`config.mk`:
```
export PLATFORM = sky130hd
export DESIGN_NAME = nsrp_ram
export DESIGN_NICKNAME = d
export VERILOG_FILES = /design/src/hw/rtl/nearest_segment_route_position_unit_defines.svh /design/src/hw/rtl/nsrp_ram.sv
export SDC_FILE = /design/constraint.sdc
export NUM_CORES = 1
export LEC_CHECK = 0
export ABC_CLOCK_PERIOD_IN_PS = 2900
export BUFFER_PORTS_ARGS = -buffer_cell sky130_fd_sc_hd__clkbuf_2
export CAP_MARGIN = 0
export CORE_MARGIN = 1.5
export CORE_UTILIZATION = 63
export CTS_BUF_LIST = sky130_fd_sc_hd__clkbuf_2 sky130_fd_sc_hd__clkbuf_4 sky130_fd_sc_hd__clkbuf_8
export DETAILED_ROUTE_END_ITERATION = 12
export GPL_ROUTABILITY_DRIVEN = 1
export GPL_TIMING_DRIVEN = 1
export PLACE_DENSITY_LB_ADDON = 0.08
export SYNTH_ARGS = -nofsm -noshare
export SYNTH_HDL_FRONTEND = slang
export SYNTH_SLANG_ARGS = --single-unit
```
`constraint.sdc`:
```
create_clock -name clk -period 2.9 [get_ports clk]
set_clock_uncertainty 0.2 [all_clocks]
set_input_delay 0.58 -clock clk [delete_from_list [all_inputs] [get_ports clk]]
set_output_delay 0.58 -clock clk [all_outputs]
set_load 0.01 [all_outputs]
```
`src/hw/rtl/nearest_segment_route_position_unit_defines.svh`:
```
// Assertion macros for the nearest segment route position unit.
`ifndef NEAREST_SEGMENT_ROUTE_POSITION_UNIT_DEFINES_SVH
`define NEAREST_SEGMENT_ROUTE_POSITION_UNIT_DEFINES_SVH
`ifndef SYNTHESIS
// The property holds at every clock edge out of reset.
`define NSRP_ASSERT_ALWAYS(label, prop, msg) \
    label: assert property (@(posedge clk) disable iff (!rst_n) (prop)) else $error(msg);
// The consequent holds in the cycle after the antecedent.
`define NSRP_ASSERT_NEXT(label, ante, cons, msg) \
    label: assert property (@(posedge clk) disable iff (!rst_n) (ante) |=> (cons)) \
        else $error(msg);
`else
`define NSRP_ASSERT_ALWAYS(label, prop, msg)
`define NSRP_ASSERT_NEXT(label, ante, cons, msg)
`endif
`endif

```
`src/hw/rtl/nsrp_ram.sv`:
```
// Generic single write port, single read port RAM with registered read data.
module nsrp_ram #(
    parameter int WIDTH = 8,
    parameter int DEPTH = 16
) (
    input  logic                     clk,
    input  logic                     we,
    input  logic [$clog2(DEPTH)-1:0] waddr,
    input  logic [WIDTH-1:0]         wdata,
    input  logic                     re,
    input  logic [$clog2(DEPTH)-1:0] raddr,
    output logic [WIDTH-1:0]         rdata
);

    logic [WIDTH-1:0] mem [DEPTH];

    always_ff @(posedge clk)
    begin
        if (we)
        begin
            mem[waddr] <= wdata;
        end
        if (re)
        begin
            rdata <= mem[raddr];
        end
    end

endmodule

```
==> results.yml, run 1 <==
critical_path:
  critical_path.max_fanout: 32
  timing_worst_setup_path_type: "in2reg"
  startpoint_type: "input pin"
  arrival_ns: 1.97
  crit_start: "raddr[0]"
  worst_setup_path_end_kind: "flip-flop"
  critPathRequiredTime_ns: 2.87
  worstReg2RegStart: "mem[5][1]"
die:
  io_pins: 27
  core_area_sq_um: 8130
  dieArea_sq_um: 8850
  die_y_um: 94.1
  fp.dieW_um: 94.1
  start_util_pct: 64.3
  rows: 33
drt:
  drt_iter0_drc: 273
  drt-total-wl_um: 9850
  vias: 2518
  postRouteAntennaNets: 0
  via_per_inst: 6.31
  drc: 0
  first_pass_iters: 5
  avgRoutedWirePerCell_um: 24.7
run_status:
  run_status: "finished clean"
final_layout:
  multi_input_area_sq_um: 1060
  nNetsFinal: 301
  stdcell_count: 399
  drive_gt1_share_pct: 31.3
  area_delta_synth_final_pct: 16.3
  fillCellCount: 449
  layout_commonest_cell: "edfxtp_1"
  layout_common_cells: "edfxtp_1 (136), clkbuf_2 (26), mux4_2 (18)"
  stdcell_area_sq_um: 6080
  regArea_sq_um: 4080
  diodes: 0
place:
  dp_cells: 368
  place_hpwl_um: 6150
  place_area_sq_um: 5560
  portBuffers: 26
  place_congestion: 0.718
yosys:
  yosysUniqueCellTypes: 18
  synth_top_area_share_pct: 78.1
  yosysWarnings: 0
  synthesis.area_sq_um: 5230
  synth.area.top_cells: "edfxtp_1 (78%), mux4_2 (7.8%), mux4_1 (7.0%)"
  syn_inst: 229
  yosysTopAreaCell: "edfxtp_1"
  synthesis.nets: 248
  yosysSeqAreaShare_pct: 78.1
  syn_avg_cell_area_sq_um: 22.8
  ys_ff_latch: 136
clock_tree:
  clock_latency_ns: 0.43
  ctsHoldBuffers: 0
  ctsLongestPathBuffers: 2
  root_buffer: "clkbuf_8"
  path_clk_slew_ns: 0.07
  post-cts-setup-buffer-count: 0
  cts_tree: "yes"
  htree_levels: 4
  cts_buffers: 17
  cts.sinks: 136
  ctsResizeCount: 0
timing:
  fin_hold_ws_ns: 0.370
  rsz0062_at_grt: "false"
  tightestPinTransition_ns: 0.699
  setup_tns_ns: 0
  finalCriticalPeriod_ns: 2.00
  finalCritPeriodShare_pct: 68.9
  slew_headroom_pct: 53.2
  fmax_ghz: 0.500
  finalHoldViolCount: 0
  drv_slew: 0
  setup-violations-final: 0
global_routing:
  antenna_found_initial: 0
  grt_max_degree: 33
  grt_pass1_vias: 2554
  grt_overflow: 0
  grt_use_total_pct: 24.8
  grt_first_pass_wirelength_um: 14700
power_and_ir_drop:
  p_per_area_nw_per_um2: 726
  p_leak_uw: 0.00208
  peakVddDrop_v: 0.000682
run:
  max_cap_viol_count: 0
min_path:
  hold_path.class: "in2reg"
  hold_start: "re"
## layout make-up
class / count / share of cell area [%]
Clock buffer: 18 / 3.97
Tap cell: 105 / 2.16
Clock inverter: 13 / 4.51
Sequential cell: 136 / 67.2
Multi-Input combinational cell: 83 / 17.4
Timing Repair Buffer: 44 / 4.78
## registers in the layout, indices dropped and copies added, names as in the netlist
name / cells
mem: 128
rdata: 8
## kinds of logic after synthesis
family / synth area share (%)
AO/OA/AOI/OAI: 2.30
buffers and inverters: 1.65
multiplexers: 14.8
AND/OR/NAND/NOR: 3.14
flip-flops: 78.1
## routing by layer
| layer | up-vias | part of all wire, % | routed length (um) | GRT usage (%) |
|---|---|---|---|---|
| met5 | - | 0 | 0 | 0 |
| met4 | 0 | 0.69 | 68 | 6.34 |
| met3 | 6 | 6.4 | 633 | 9.63 |
| met2 | 94 | 51 | 5040 | 37.7 |
| met1 | 1332 | 42 | 4110 | 34.5 |
| li1 | 1086 | - | - | - |
## power by group
part	switching [uW]	leakage, uW	internal (uW)
Combinational	119	0.000583	85.4
Clock	697	0.000256	1290
Sequential	12.6	0.00124	2210
Total	829	0.00208	3590
## through the flow
| stage | setup slack [ns] | total power, uW | util (%) |
|---|---|---|---|
| floorplan | 0.627 | 2380 | - |
| global placement | 0.494 | 2470 | 68.4 |
| detailed placement | 0.459 | 2470 | 68.4 |
| CTS | 0.923 | 4440 | 74.7 |
| global route | 0.853 | 4530 | 74.7 |
| finish | 0.901 | 4420 | 74.7 |
## cells in the mapped netlist
library cell and instances:
clkdlybuf4s25_2 3, and2b_1 1, nor3_1 4, or3b_2 1
and2_1 1, nand3_1 1, buf_6 3, nand3b_1 2
mux4_2 18, buf_4 1, nand2b_1 2, a22oi_1 16
nor2_1 13, nand2_1 9, mux4_1 14, buf_2 3
edfxtp_1 136, nor2b_1 1
## worst paths after layout
check	end	slack, ns	depth (start not counted)
max	rdata[1]	0.90	5
min	rdata[3]	0.37	1
max reg2reg	rdata[1]	1.12	3
min reg2reg	rdata[6]	0.56	3
## critical path, cell delays in order
cell and delay (ns):
clkbuf_2 0.10, buf_12 0.24, mux4_1 0.67, a22oi_1 0.28
nand2_1 0.09
(Power assumes the default switching activity.)
==> run 2: changes to the inputs <==
- ABC_AREA: default -> 1
- ABC_CLOCK_PERIOD_IN_PS: 2900 -> 1800
- CORE_UTILIZATION: 63 -> 57
- clock period: 2.9 -> 1.8 ns (I/O delays scaled with it)
==> run 2 against run 1 <==
  * Combinational power increased by 120%
  * Via count increased by 55%
  * Largest power group unchanged
  * Register-to-register slack got worse by 0.68 ns
  * Cell count increased by 86%
  * Critical path type is now reg2out
  * Global-route usage increased by 0.42 points
  * Highest routed layer unchanged
==> results.yml, run 2 <==
yosys:
  synthesis.area_sq_um: 5850
  synth-main-ff-cell: "edfxtp_1"
  synth.area.top_cells: "edfxtp_1 (70%), nand2_1 (11%), nand3_1 (8.3%)"
  synth_top_area_share_pct: 69.8
  ys_ff_latch: 136
  yosysWarnings: 0
  yosysSeqAreaShare_pct: 69.8
  synth_edf_count: 136
  syn_inst: 551
  yosysTopAreaCell: "edfxtp_1"
  syn_avg_cell_area_sq_um: 10.6
  synth.most_common_cell: "nand2_1"
  synth_common_cells: "nand2_1 (173), edfxtp_1 (136), inv_1 (100)"
  yosysUniqueCellTypes: 11
  synthesis.nets: 570
  synthArstFlopShare_pct: 0
clock_tree:
  cts.sinks: 136
  root_buffer: "clkbuf_8"
  post-cts-setup-buffer-count: 0
  htree_levels: 4
  ctsHoldBuffers: 0
  clock_latency_ns: 0.43
  cts_tree: "yes"
  ctsLongestPathBuffers: 2
  cts_buffers: 17
  path_clk_slew_ns: 0.08
  ctsResizeCount: 0
timing:
  slew_headroom_pct: 61.9
  fin_hold_ws_ns: 0.144
  setup_tns_ns: 0
  rsz0062_at_grt: "false"
  tightestPinTransition_ns: 0.571
  setup-violations-final: 0
  drv_slew: 0
  finalHoldViolCount: 0
  finalCriticalPeriod_ns: 1.57
  fmax_ghz: 0.639
  finalCritPeriodShare_pct: 87.0
critical_path:
  critPathTopFamily: "flip-flops"
  cp_slowest_cell: "edfxtp_1"
  cp.depth: 1
  arrival_ns: 1.01
  worst_setup_path_end_kind: "primary output"
  path_buf_inv: 1
  worstReg2RegStart: "mem[15][3]"
  timing_worst_setup_path_type: "reg2out"
  r2r-end: "rdata[3]"
  cp_slowest_stage_delay_ns: 0.42
  critPathRequiredTime_ns: 1.24
  critical_path.max_fanout: 1
  critical_path.cell_chain: "clkbuf_2"
  r2r_cells: 6
  rrSetupSlack_ns: 0.44
  startpoint_type: "flip-flop"
die:
  dieArea_sq_um: 10900
  start_util_pct: 59.3
  rows: 36
  fp.dieW_um: 104
  core_area_sq_um: 9860
  io_pins: 27
  die_y_um: 104
min_path:
  min_path_cells: 1
  hold_path.class: "in2reg"
  hold_start: "re"
  whs_endpoint: "rdata[2]"
power_and_ir_drop:
  p_sw_uw: 1460
  p_sw_share_pct: 21.4
  p_per_area_nw_per_um2: 1030
  fin_total_pwr_uw: 6830
  peakVddDrop_v: 0.000639
  seqPwrFrac_pct: 52.5
  p_int_uw: 5370
  p_leak_uw: 0.00290
  clockPowerShare_pct: 41.0
  p_comb_share_pct: 6.5
final_layout:
  drive_gt1_share_pct: 13.9
  area_delta_synth_final_pct: 13.7
  diodes: 0
  multi_input_area_sq_um: 1210
  layout_commonest_cell: "nand2_1"
  largest_register_ffs: 128
  regMostFlops: "mem"
  regArea_sq_um: 4080
  reg_top3: "mem (128), rdata (8)"
  nNetsFinal: 617
  layout_common_cells: "nand2_1 (173), edfxtp_1 (136), inv_1 (100)"
  fillCellCount: 784
drt:
  drt_iter0_drc: 311
  postRouteAntennaNets: 0
  drt-total-wl_um: 12600
  vias: 3892
  first_pass_iters: 5
  drc: 0
  via_per_inst: 5.23
  avgRoutedWirePerCell_um: 17.0
global_routing:
  grt_overflow: 0
  grt_first_pass_wirelength_um: 20300
  grt_pass1_vias: 3749
  grt_use_total_pct: 25.2
  grt_max_degree: 63
  antenna_found_initial: 0
run:
  max_cap_viol_count: 0
place:
  place_congestion: 0.827
  place_hpwl_um: 7970
  portBuffers: 26
run_status:
  run_status: "finished clean"
-- run 2: changes by cell type after synthesis, moves of 3 or more --
cell / change
nand2_1: +164
buf_4: +3
mux4_2: -18
mux4_1: -14
nor3_1: -4
nor2_1: +4
buf_6: +3
a22oi_1: -16
clkdlybuf4s25_2: -3
inv_1: +100
nand3_1: +96
buf_2: +10
-- run 2: worst max path at each step --
stage | start | to | slack, ns
floorplan | waddr[2] | mem[10][0] | 0.29
global placement | raddr[0] | rdata[6] | 0.03
detailed placement | raddr[0] | rdata[3] | -0.01
CTS | rdata[2] | rdata[2] | 0.21
global route | rdata[2] | rdata[2] | 0.19
finish | rdata[2] | rdata[2] | 0.23
-- run 2: final cells by class --
cell class              count  area share [%]
flip-flops and latches    136            61.4
multi-input cells         289            18.3
inverters                 102            5.76
repair buffers             52            5.27
clock buffers              19            3.74
clock inverters            13            3.05
well taps                 133            2.50
-- run 2: power groups by stage --
stage / Sequential (uW) / Combinational [uW] / Clock [uW]
after global placement: 3650 / 436 / 0
after detailed placement: 3660 / 440 / 0
final: 3590 / 443 / 2800
after CTS: 3590 / 444 / 2850
after floorplan: 3660 / 250 / 0
after global routing: 3590 / 496 / 2970
-- run 2: kinds of logic (layout without fill, tap and decap cells) --
group                  count (synthesis)  in the layout  share of synthesized area (%)
AND/OR/NAND/NOR                      289            289                           20.8
flip-flops                           136            136                           69.8
buffers and inverters                126            186                           9.39
-- run 2: routing by layer --
layer,GRT usage [%],vias up,routed length [um]
met1,36.9,1837,5540
met4,7.04,0,111
li1,-,1871,-
met2,37.7,175,5890
met3,6.39,9,1090
met5,0,-,0
-- run 2: per-stage QoR --
stage               instances  utilization (%)  cell area, sq um  worst slack, ns
global route              744             67.4              6650            0.195
CTS                       744             67.4              6650            0.215
global placement          712             62.8              6200           0.0294
floorplan                 551                -              5850            0.289
finish                    744             67.4              6650            0.235
detailed placement        712             62.8              6200          -0.0132
